File: src/sv/uart_register_datagram_framer_unit_macros.svh
// ----------------------------------------------------------------------------
// Assertion macros for the register datagram framer
// Checks clocked on i_clk, with or without the synchronous reset masking them.
// ----------------------------------------------------------------------------
`ifndef UART_REGISTER_DATAGRAM_FRAMER_UNIT_MACROS_SVH
`define UART_REGISTER_DATAGRAM_FRAMER_UNIT_MACROS_SVH

// Checked outside reset only.
`define URDF_ASSERT(label, prop, msg) \
    label: assert property (@(posedge i_clk) disable iff (!i_rst_n) prop) else $error(msg);

// Checked at every edge, reset included.
`define URDF_ASSERT_ALWAYS(label, prop, msg) \
    label: assert property (@(posedge i_clk) prop) else $error(msg);

`endif

File: src/sv/urdf_pkg.sv
// ----------------------------------------------------------------------------
// urdf_pkg
// Shared types, constants and the CRC-8 byte step for the datagram framer.
// ----------------------------------------------------------------------------
package urdf_pkg;

    // Echoed request bytes that precede the reply (0 to 4)
    localparam logic [3:0] ECHO_BYTES  = 4'd4;
    // Reply datagram: bytes 0..6 under CRC, byte 7 is the CRC
    localparam logic [3:0] REPLY_BYTES = 4'd7;

    localparam logic [7:0] SYNC_BYTE  = 8'h55;
    localparam logic [7:0] CRC_POLY   = 8'h07;
    localparam logic [7:0] WRITE_FLAG = 8'h80;
    localparam logic [7:0] REG_MASK   = 8'h7f;

    localparam logic [3:0] WRITE_LEN   = 4'd8;
    localparam logic [3:0] REQUEST_LEN = 4'd4;

    typedef enum logic [1:0] {
        KIND_WRITE = 2'd0,
        KIND_READ  = 2'd1,
        KIND_RX    = 2'd2,
        KIND_TICK  = 2'd3
    } t_kind;

    typedef enum logic [1:0] {
        STATUS_OK      = 2'd0,
        STATUS_TIMEOUT = 2'd1,
        STATUS_CRC     = 2'd2
    } t_status;

    localparam logic [1:0] CFG_TIMEOUT  = 2'd0;
    localparam logic [1:0] CFG_ATTEMPTS = 2'd1;

    typedef struct packed {
        t_kind       kind;
        logic [1:0]  node_address;
        logic [6:0]  register_address;
        logic [31:0] write_data;
        logic [7:0]  rx_byte;
    } t_item;

    // Up to eight results produced by one item
    typedef struct packed {
        logic            completion;  // read completion, else transmit bytes
        logic [3:0]      count;       // number of results, 0..8
        logic [7:0][7:0] bytes;       // bytes[0] goes out first
        logic [31:0]     data;
        t_status         status;
    } t_frame;

    // One byte through the CRC: data LSB first, register shifts MSB first
    function automatic logic [7:0] crc_byte(input logic [7:0] crc, input logic [7:0] d);
        logic [7:0] c;
        c = crc;
        for (int b = 0; b < 8; b++) begin
            if (d[b]) begin
                c = c ^ 8'h80;
            end
            c = {c[6:0], 1'b0} ^ (c[7] ? CRC_POLY : 8'h00);
        end
        return c;
    endfunction

endpackage

File: src/sv/uart_register_datagram_framer_unit.sv
// ----------------------------------------------------------------------------
// uart_register_datagram_framer_unit
// Frames register write and read accesses for a single-wire UART driver bus,
// collects the read reply, checks its CRC-8 and retries on failure.
// ----------------------------------------------------------------------------
//
//  channel   handshake                   payload
//  -------   -------------------------   ----------------------------------------
//  input     i_valid  / o_ready           i_kind i_node_address i_register_address
//                                         i_write_data i_rx_byte
//  result    o_valid  / i_ready           o_out_kind o_tx_byte o_last_byte
//                                         o_read_data o_read_status
//  config    i_cfg_valid / o_cfg_ready    i_cfg_index i_cfg_data
//
//  An accepted item is held in the input register; the engine then
//  turns it into a frame of 0 to 8 results in a single pass, and the emitter
//  hands these out one per cycle while i_ready is high. A write access yields
//  8 results, a sent request 4, a completion 1, and other items none.
//  The emitter's single frame buffer sets the rate: the next frame loads in
//  the cycle its predecessor's last result is taken.
//  Reset (synchronous, active low) clears the protocol state, the buffers and
//  sets timeout_ticks to 2000 and max_attempts to 2.
//  A stalled result side holds the frame; an item that yields results then
//  waits in the input register and o_ready drops until the frame drains.
// ----------------------------------------------------------------------------
module uart_register_datagram_framer_unit
    import urdf_pkg::*;
(
    input  logic        i_clk,
    input  logic        i_rst_n,
    // input items
    input  logic        i_valid,
    output logic        o_ready,
    input  logic [1:0]  i_kind,
    input  logic [1:0]  i_node_address,
    input  logic [6:0]  i_register_address,
    input  logic [31:0] i_write_data,
    input  logic [7:0]  i_rx_byte,
    // result items
    output logic        o_valid,
    input  logic        i_ready,
    output logic        o_out_kind,
    output logic [7:0]  o_tx_byte,
    output logic        o_last_byte,
    output logic [31:0] o_read_data,
    output logic [1:0]  o_read_status,
    // configuration writes
    input  logic        i_cfg_valid,
    output logic        o_cfg_ready,
    input  logic [1:0]  i_cfg_index,
    input  logic [15:0] i_cfg_data
);

    logic        r_in_valid;
    t_item       r_item;
    logic [15:0] r_timeout_ticks;
    logic [1:0]  r_max_attempts;

    t_frame frame;
    logic   load_ready;
    logic   fire;
    logic   load;

    // An item with no results never waits on the emitter
    assign fire    = r_in_valid && ((frame.count == 4'd0) || load_ready);
    assign load    = fire && (frame.count != 4'd0);
    assign o_ready = !r_in_valid || fire;

    assign o_cfg_ready = 1'b1;

    always_ff @(posedge i_clk) begin
        if (!i_rst_n) begin
            r_in_valid <= 1'b0;
        end else if (o_ready) begin
            r_in_valid <= i_valid;
        end
    end

    always_ff @(posedge i_clk) begin
        if (o_ready && i_valid) begin
            r_item.kind             <= t_kind'(i_kind);
            r_item.node_address     <= i_node_address;
            r_item.register_address <= i_register_address;
            r_item.write_data       <= i_write_data;
            r_item.rx_byte          <= i_rx_byte;
        end
    end

    // Config registers; indexes past the list are dropped
    always_ff @(posedge i_clk) begin
        if (!i_rst_n) begin
            r_timeout_ticks <= 16'd2000;
            r_max_attempts  <= 2'd2;
        end else if (i_cfg_valid && o_cfg_ready) begin
            if (i_cfg_index == CFG_TIMEOUT) begin
                r_timeout_ticks <= i_cfg_data;
            end else if (i_cfg_index == CFG_ATTEMPTS) begin
                r_max_attempts <= i_cfg_data[1:0];
            end
        end
    end

    urdf_engine u_engine (
        .i_clk           (i_clk),
        .i_rst_n         (i_rst_n),
        .i_item          (r_item),
        .i_fire          (fire),
        .i_timeout_ticks (r_timeout_ticks),
        .i_max_attempts  (r_max_attempts),
        .o_frame         (frame)
    );

    urdf_emitter u_emitter (
        .i_clk         (i_clk),
        .i_rst_n       (i_rst_n),
        .i_load        (load),
        .i_frame       (frame),
        .o_load_ready  (load_ready),
        .o_valid       (o_valid),
        .i_ready       (i_ready),
        .o_out_kind    (o_out_kind),
        .o_tx_byte     (o_tx_byte),
        .o_last_byte   (o_last_byte),
        .o_read_data   (o_read_data),
        .o_read_status (o_read_status)
    );

endmodule

File: src/sv/urdf_engine.sv
// ----------------------------------------------------------------------------
// urdf_engine
// Protocol state and frame builder: turns one registered item into a frame.
// ----------------------------------------------------------------------------
module urdf_engine
    import urdf_pkg::*;
(
    input  logic        i_clk,
    input  logic        i_rst_n,
    input  t_item       i_item,
    input  logic        i_fire,
    input  logic [15:0] i_timeout_ticks,
    input  logic [1:0]  i_max_attempts,
    output t_frame      o_frame
);

    `include "uart_register_datagram_framer_unit_macros.svh"

    logic        r_awaiting,    n_awaiting;
    logic [1:0]  r_pend_node,   n_pend_node;
    logic [6:0]  r_pend_reg,    n_pend_reg;
    logic [3:0]  r_reply_count, n_reply_count;
    logic [7:0]  r_reply_crc,   n_reply_crc;
    logic [31:0] r_reply_value, n_reply_value;
    logic [1:0]  r_attempts,    n_attempts;
    logic [15:0] r_wait_count,  n_wait_count;

    logic       end_attempt;
    t_status    end_status;
    logic       do_send;
    logic [3:0] reply_pos;
    logic [7:0] wr_crc;
    logic [7:0] rq_crc;
    logic [6:0][7:0] wr_bytes;

    assign reply_pos = r_reply_count - ECHO_BYTES;

    always_comb begin
        wr_bytes[0] = SYNC_BYTE;
        wr_bytes[1] = {6'd0, i_item.node_address};
        wr_bytes[2] = {1'b0, i_item.register_address} | WRITE_FLAG;
        wr_bytes[3] = i_item.write_data[31:24];
        wr_bytes[4] = i_item.write_data[23:16];
        wr_bytes[5] = i_item.write_data[15:8];
        wr_bytes[6] = i_item.write_data[7:0];
        wr_crc = 8'd0;
        for (int i = 0; i < 7; i++) begin
            wr_crc = crc_byte(wr_crc, wr_bytes[i]);
        end
    end

    always_comb begin
        n_awaiting    = r_awaiting;
        n_pend_node   = r_pend_node;
        n_pend_reg    = r_pend_reg;
        n_reply_count = r_reply_count;
        n_reply_crc   = r_reply_crc;
        n_reply_value = r_reply_value;
        n_attempts    = r_attempts;
        n_wait_count  = r_wait_count;
        end_attempt   = 1'b0;
        end_status    = STATUS_OK;
        do_send       = 1'b0;
        rq_crc        = 8'd0;
        o_frame       = '0;

        unique case (i_item.kind)
            KIND_WRITE: begin
                if (!r_awaiting) begin
                    o_frame.count = WRITE_LEN;
                    for (int i = 0; i < 7; i++) begin
                        o_frame.bytes[i] = wr_bytes[i];
                    end
                    o_frame.bytes[7] = wr_crc;
                end
            end
            KIND_READ: begin
                if (!r_awaiting) begin
                    n_pend_node = i_item.node_address;
                    n_pend_reg  = i_item.register_address;
                    n_attempts  = 2'd1;
                    do_send     = 1'b1;
                end
            end
            KIND_RX: begin
                if (r_awaiting) begin
                    n_reply_count = r_reply_count + 4'd1;
                    if (r_reply_count >= ECHO_BYTES) begin
                        if (reply_pos < REPLY_BYTES) begin
                            n_reply_crc = crc_byte(r_reply_crc, i_item.rx_byte);
                            if (reply_pos >= 4'd3) begin
                                n_reply_value = {r_reply_value[23:0], i_item.rx_byte};
                            end
                        end else begin
                            end_attempt = 1'b1;
                            end_status  = (i_item.rx_byte == r_reply_crc) ?
                                          STATUS_OK : STATUS_CRC;
                        end
                    end
                end
            end
            KIND_TICK: begin
                if (r_awaiting) begin
                    if (r_wait_count != 16'hffff) begin
                        n_wait_count = r_wait_count + 16'd1;
                    end
                    if (({1'b0, r_wait_count} + 17'd1) >= {1'b0, i_timeout_ticks}) begin
                        end_attempt = 1'b1;
                        end_status  = STATUS_TIMEOUT;
                    end
                end
            end
            default: begin
            end
        endcase

        // Failed attempt with budget left resends, otherwise complete
        if (end_attempt) begin
            if (end_status != STATUS_OK && r_attempts < i_max_attempts) begin
                n_attempts = r_attempts + 2'd1;
                do_send    = 1'b1;
            end else begin
                n_awaiting       = 1'b0;
                o_frame.completion = 1'b1;
                o_frame.count    = 4'd1;
                o_frame.data     = (end_status == STATUS_OK) ? r_reply_value : 32'd0;
                o_frame.status   = end_status;
                n_reply_count    = 4'd0;
                n_wait_count     = 16'd0;
            end
        end

        if (do_send) begin
            o_frame.count    = REQUEST_LEN;
            o_frame.bytes[0] = SYNC_BYTE;
            o_frame.bytes[1] = {6'd0, n_pend_node};
            o_frame.bytes[2] = {1'b0, n_pend_reg} & REG_MASK;
            rq_crc = crc_byte(8'd0, SYNC_BYTE);
            rq_crc = crc_byte(rq_crc, o_frame.bytes[1]);
            rq_crc = crc_byte(rq_crc, o_frame.bytes[2]);
            o_frame.bytes[3] = rq_crc;
            n_awaiting    = 1'b1;
            n_reply_count = 4'd0;
            n_reply_crc   = 8'd0;
            n_reply_value = 32'd0;
            n_wait_count  = 16'd0;
        end
    end

    always_ff @(posedge i_clk) begin
        if (!i_rst_n) begin
            r_awaiting    <= 1'b0;
            r_pend_node   <= 2'd0;
            r_pend_reg    <= 7'd0;
            r_reply_count <= 4'd0;
            r_reply_crc   <= 8'd0;
            r_reply_value <= 32'd0;
            r_attempts    <= 2'd0;
            r_wait_count  <= 16'd0;
        end else if (i_fire) begin
            r_awaiting    <= n_awaiting;
            r_pend_node   <= n_pend_node;
            r_pend_reg    <= n_pend_reg;
            r_reply_count <= n_reply_count;
            r_reply_crc   <= n_reply_crc;
            r_reply_value <= n_reply_value;
            r_attempts    <= n_attempts;
            r_wait_count  <= n_wait_count;
        end
    end

    `URDF_ASSERT(a_await_has_attempt, r_awaiting |-> r_attempts != 2'd0, "awaiting with no attempt")
    `URDF_ASSERT(a_count_bounded, r_reply_count <= (ECHO_BYTES + REPLY_BYTES), "reply count overrun")
    `URDF_ASSERT_ALWAYS(a_idle_count_clear, !r_awaiting |-> r_reply_count == 4'd0, "count set while idle")

endmodule

File: src/sv/urdf_emitter.sv
// ----------------------------------------------------------------------------
// urdf_emitter
// Result buffer: holds one frame and hands its results out one per cycle while i_ready is high.
// ----------------------------------------------------------------------------
module urdf_emitter
    import urdf_pkg::*;
(
    input  logic        i_clk,
    input  logic        i_rst_n,
    input  logic        i_load,
    input  t_frame      i_frame,
    output logic        o_load_ready,
    output logic        o_valid,
    input  logic        i_ready,
    output logic        o_out_kind,
    output logic [7:0]  o_tx_byte,
    output logic        o_last_byte,
    output logic [31:0] o_read_data,
    output logic [1:0]  o_read_status
);

    `include "uart_register_datagram_framer_unit_macros.svh"

    logic            r_completion;
    logic [3:0]      r_cnt;
    logic [2:0]      r_idx;
    logic [7:0][7:0] r_bytes;
    logic [31:0]     r_data;
    t_status         r_status;

    logic at_last;
    logic take;

    assign at_last = ({1'b0, r_idx} == (r_cnt - 4'd1));
    assign take    = o_valid && i_ready;

    assign o_valid       = (r_cnt != 4'd0);
    assign o_load_ready  = !o_valid || (take && at_last);
    assign o_out_kind    = r_completion;
    assign o_tx_byte     = r_completion ? 8'd0 : r_bytes[r_idx];
    assign o_last_byte   = !r_completion && at_last;
    assign o_read_data   = r_completion ? r_data : 32'd0;
    assign o_read_status = r_completion ? r_status : STATUS_OK;

    always_ff @(posedge i_clk) begin
        if (!i_rst_n) begin
            r_cnt <= 4'd0;
            r_idx <= 3'd0;
        end else if (i_load) begin
            r_cnt <= i_frame.count;
            r_idx <= 3'd0;
        end else if (take) begin
            if (at_last) begin
                r_cnt <= 4'd0;
                r_idx <= 3'd0;
            end else begin
                r_idx <= r_idx + 3'd1;
            end
        end
    end

    // payload, no reset
    always_ff @(posedge i_clk) begin
        if (i_load) begin
            r_completion <= i_frame.completion;
            r_bytes      <= i_frame.bytes;
            r_data       <= i_frame.data;
            r_status     <= i_frame.status;
        end
    end

    `URDF_ASSERT(a_idx_in_range, o_valid |-> {1'b0, r_idx} < r_cnt, "index past frame")
    `URDF_ASSERT(a_load_when_free, i_load |-> o_load_ready, "frame overwritten")
    `URDF_ASSERT(a_completion_single, (o_valid && r_completion) |-> r_cnt == 4'd1, "completion frame too long")

endmodule
File: config.mk
export PLATFORM = sky130hd
export DESIGN_NAME = uart_register_datagram_framer_unit
export DESIGN_NICKNAME = d
export VERILOG_FILES = /design/src/sv/urdf_pkg.sv /design/src/sv/uart_register_datagram_framer_unit.sv /design/src/sv/urdf_engine.sv /design/src/sv/urdf_emitter.sv
export VERILOG_INCLUDE_DIRS = /design/src /design/src/sv
export SDC_FILE = /design/constraint.sdc
export NUM_CORES = 1
export LEC_CHECK = 0
export BUFFER_PORTS_ARGS = -buffer_cell sky130_fd_sc_hd__buf_2
export CORE_MARGIN = 2
export CORE_UTILIZATION = 59
export DETAILED_ROUTE_END_ITERATION = 16
export GPL_TIMING_DRIVEN = 1
export PLACE_DENSITY = 0.88
export SLEW_MARGIN = 10
export SYNTH_ARGS = -nofsm -noshare
export SYNTH_HDL_FRONTEND = slang
export SYNTH_SLANG_ARGS = --single-unit
File: constraint.sdc
create_clock -name i_clk -period 8.2 [get_ports i_clk]
set_input_delay 0 -clock i_clk [delete_from_list [all_inputs] [get_ports i_clk]]
set_output_delay 0 -clock i_clk [all_outputs]
set_load 0.02 [all_outputs]
==> flow_metrics.py <==
metrics = {
    "clock_tree": {
        "cts_buffers": 24,
        "htreeDepth": 1,
        "clk_pin_slew_ns": 0.06,
        "cts_tree": "done",
        "clockBufferDepth": 3,
        "cts_root_buf": "clkbuf_16",
        "clk_latency_ns": 0.52,
        "cts_setup_buffers": 0,
        "cts.sinks": 234,
    },
    "synth": {
        "synth_edf_count": 137,
        "yosys_register_bits": 234,
        "syn-cell-area_sq_mm": 0.0116,
        "synth_nets": 1136,
        "synth.distinct_cells": 59,
        "avgSynthCellArea_sq_um": 11.2,
        "synth_ff_type": "edfxtp_1",
        "synthArstFlopShare_pct": 0,
        "yosys_warnings": 0,
        "netlist_instances": 1037,
        "ys_seq_area_share_pct": 52.1,
    },
    "floorplanning": {
        "dieWidth_um": 144,
        "std_cell_rows": 51,
        "die_h_um": 144,
        "core_area_sq_mm": 0.0194,
        "dieArea_sq_mm": 0.0209,
        "io_pins": 121,
        "start_util_pct": 60.0,
    },
    "cells_and_area": {
        "reg_top3": "r_item x51, u_emitter.r_bytes x51",
        "postLayoutCoreUtil_pct": 73.2,
        "areaGrowthSynthToFinish_pct": 22.1,
        "layout_commonest_cell": "edfxtp_1",
        "drive_above_1_share_pct": 16.1,
        "fin_area_sq_mm": 0.0142,
        "final_cell_mix": "edfxtp_1 (137), buf_2 (119), xnor2_1 (110)",
        "diodes": 0,
        "fin_cells": 1515,
        "layout.nets": 1331,
    },
    "routing": {
        "vias_per_cell": 5.86,
        "wl_per_cell_um": 19.3,
        "wl_um": 29200,
        "drtAntennaViolNets": 0,
        "drt_iter0_drc": 954,
        "drc": 0,
        "vias": 8871,
        "drtPass1Iterations": 6,
    },
    "timing": {
        "finalWorstSetupSlack_ns": 2.76,
        "rsz0062_at_grt": "no",
        "tightest_slew_ns": 1.11,
        "hold_viol": 0,
        "skew_ns": 0.0170,
        "max_freq_ghz": 0.184,
        "setup_tns_ns": 0,
        "setup_viol": 0,
        "whs_ns": 0.0292,
        "maxSlewHeadroom_pct": 26.1,
        "period_share_pct": 66.4,
        "maxSlewViolCount": 0,
        "min_period_ns": 5.44,
    },
    "placement": {
        "pre_cts_slack_ns": 2.90,
        "place_congestion": 0.867,
        "hpwlAfterDp_um": 17200,
        "placedInstanceArea_sq_mm": 0.0124,
        "dpl.cell_count": 1374,
        "io_buffers": 119,
    },
    "critical_path": {
        "required_ns": 8.35,
        "worstPathMaxFanout": 51,
        "arrival_ns": 5.59,
        "critPathLaunchType": "register",
        "timing.rr.start": "u_engine.r_wait_count[2]$_SDFFE_PN0P_",
        "reg2reg_slack_ns": 2.76,
        "rr_endpoint": "u_emitter.r_bytes[47]$_SDFFCE_PN0P_",
        "crit_type": "register to register",
        "endpoint_kind": "register",
        "rr_worst_depth": 15,
    },
    "global_routing": {
        "antenna_found_initial": 0,
        "grt_pass1_vias": 8680,
        "gr-total-overflow": 0,
        "grt_max_degree": 52,
        "grt_pass1_wl_um": 45500,
        "grt_usage_pct": 28.1,
    },
    "power_and_ir_drop": {
        "p_leak_nw": 5.26,
        "power_mw": 3.54,
        "vdd_ir_drop_max_v": 0.000213,
        "cellPowerDensity_mw_per_mm2": 249,
    },
    "min_path": {
        "min_from": "i_rst_n",
        "hp-class": "input port to register",
        "hold_end": "u_emitter.r_cnt[2]$_SDFFE_PN0P_",
        "holdPathStages": 2,
    },
    "status": {
        "status": "finished, final reports clean",
    },
    "flow_run": {
        "cap_violations": 0,
    },
}
-- report_power, final --
group | switching, mW | leakage (nW) | internal (mW) | total, mW
logic | 0.555 | 2.85 | 0.529 | 1.08
clock network | 0.464 | 0.393 | 0.640 | 1.10
registers | 0.0363 | 2.02 | 1.32 | 1.35
total | 1.06 | 5.26 | 2.48 | 3.54
-- cells in the mapped netlist (all sizes together) (4+ instances only) --
library cell | n | area [sq um]
xnor3 | 6 | 136
xnor2 | 116 | 1070
inv | 28 | 105
nand2b | 6 | 37.5
buf | 12 | 62.6
or3 | 8 | 50.1
nand3 | 25 | 125
nor4 | 6 | 37.5
edfxtp | 137 | 4110
dfxtp | 97 | 1940
or4 | 10 | 75.1
a311oi | 4 | 41.3
and2 | 94 | 588
a31oi | 4 | 25.0
or2 | 4 | 25.0
a211oi | 22 | 165
nand4 | 14 | 87.6
nand2 | 78 | 293
o211ai | 10 | 75.1
xor2 | 39 | 364
mux4 | 9 | 203
nor2 | 38 | 143
mux2i | 16 | 160
ha | 25 | 313
a22oi | 4 | 30.0
a21o | 5 | 37.5
and3 | 6 | 37.5
o21a | 7 | 52.6
a21oi | 44 | 220
nor3 | 10 | 50.1
a22o | 39 | 343
o21ai | 33 | 165
o31ai | 10 | 75.1
nor2b | 8 | 50.1
clkbuf | 44 | 168
-- area by class of cell --
type / count / area (sq um)
Tap cell: 265 / 332
Clock inverter: 8 / 76.3
Timing Repair Buffer: 225 / 1630
Multi-Input combinational cell: 719 / 5280
Inverter: 28 / 105
Sequential cell: 234 / 6060
Clock buffer: 36 / 718
Fill cell: 1238 / 5200
-- how the worst max path moves through the flow --
stage | endpoint | depth (start not counted) | start | slack [ns]
2_1_floorplan | r_item[0]$_DFFE_PP_ | 15 | u_engine.r_wait_count[2]$_SDFFE_PN0P_ | 2.45
3_3_place_gp | u_emitter.r_bytes[51]$_SDFFCE_PN0P_ | 15 | u_engine.r_wait_count[2]$_SDFFE_PN0P_ | 3.06
3_5_place_dp | u_emitter.r_bytes[45]$_SDFFCE_PN0P_ | 15 | u_engine.r_wait_count[2]$_SDFFE_PN0P_ | 2.90
4_1_cts | u_emitter.r_bytes[47]$_SDFFCE_PN0P_ | 15 | u_engine.r_wait_count[2]$_SDFFE_PN0P_ | 2.85
5_1_grt | u_emitter.r_bytes[19]$_DFFE_PP_ | 15 | u_engine.r_wait_count[2]$_SDFFE_PN0P_ | 2.38
6_report | u_emitter.r_bytes[47]$_SDFFCE_PN0P_ | 15 | u_engine.r_wait_count[2]$_SDFFE_PN0P_ | 2.76
-- logic make-up (layout without fill, tap and decap cells) --
kind of cell    count (synthesis)  in the layout  synth area share (%)
compound gates                189            189                  11.1
fa+ha+maj                      25             25                  2.69
xor+xnor                      161            161                  13.5
mux                            28             28                  3.41
flops                         234            234                  52.1
simple gates                  315            315                  14.3
other cells                     1              1                0.0322
buf+inv                        84            297                  2.88
-- layer usage --
metal | track usage (%) | part of all wire (%) | vias up
li1 | - | - | 4091
met1 | 35.7 | 39 | 4218
met2 | 47.2 | 48 | 470
met3 | 4.34 | 8.1 | 92
met4 | 13.2 | 4.8 | 0
met5 | 0 | 0 | -
-- worst max-delay path, stage by stage (launching register included) --
cell and delay [ns]:
dfxtp_1 0.40, nand3_1 0.17, or2_2 0.37, or2_2 0.35, nor2_1 0.27, nand3_1 0.22, nor2_1 0.18, xor2_1 0.10
ha_1 0.31, nand4_1 0.11, nor4_1 0.33, nor3_1 0.12, a311oi_2 0.47, o21ai_0 0.34, inv_2 0.62, buf_4 0.68
-- timing repair --
action	CTS	global route
endpoints found under the hold margin	84	0
hold buffers	97	0
resized for setup	0	0
Note: power is estimated with default switching activity, not from simulation.
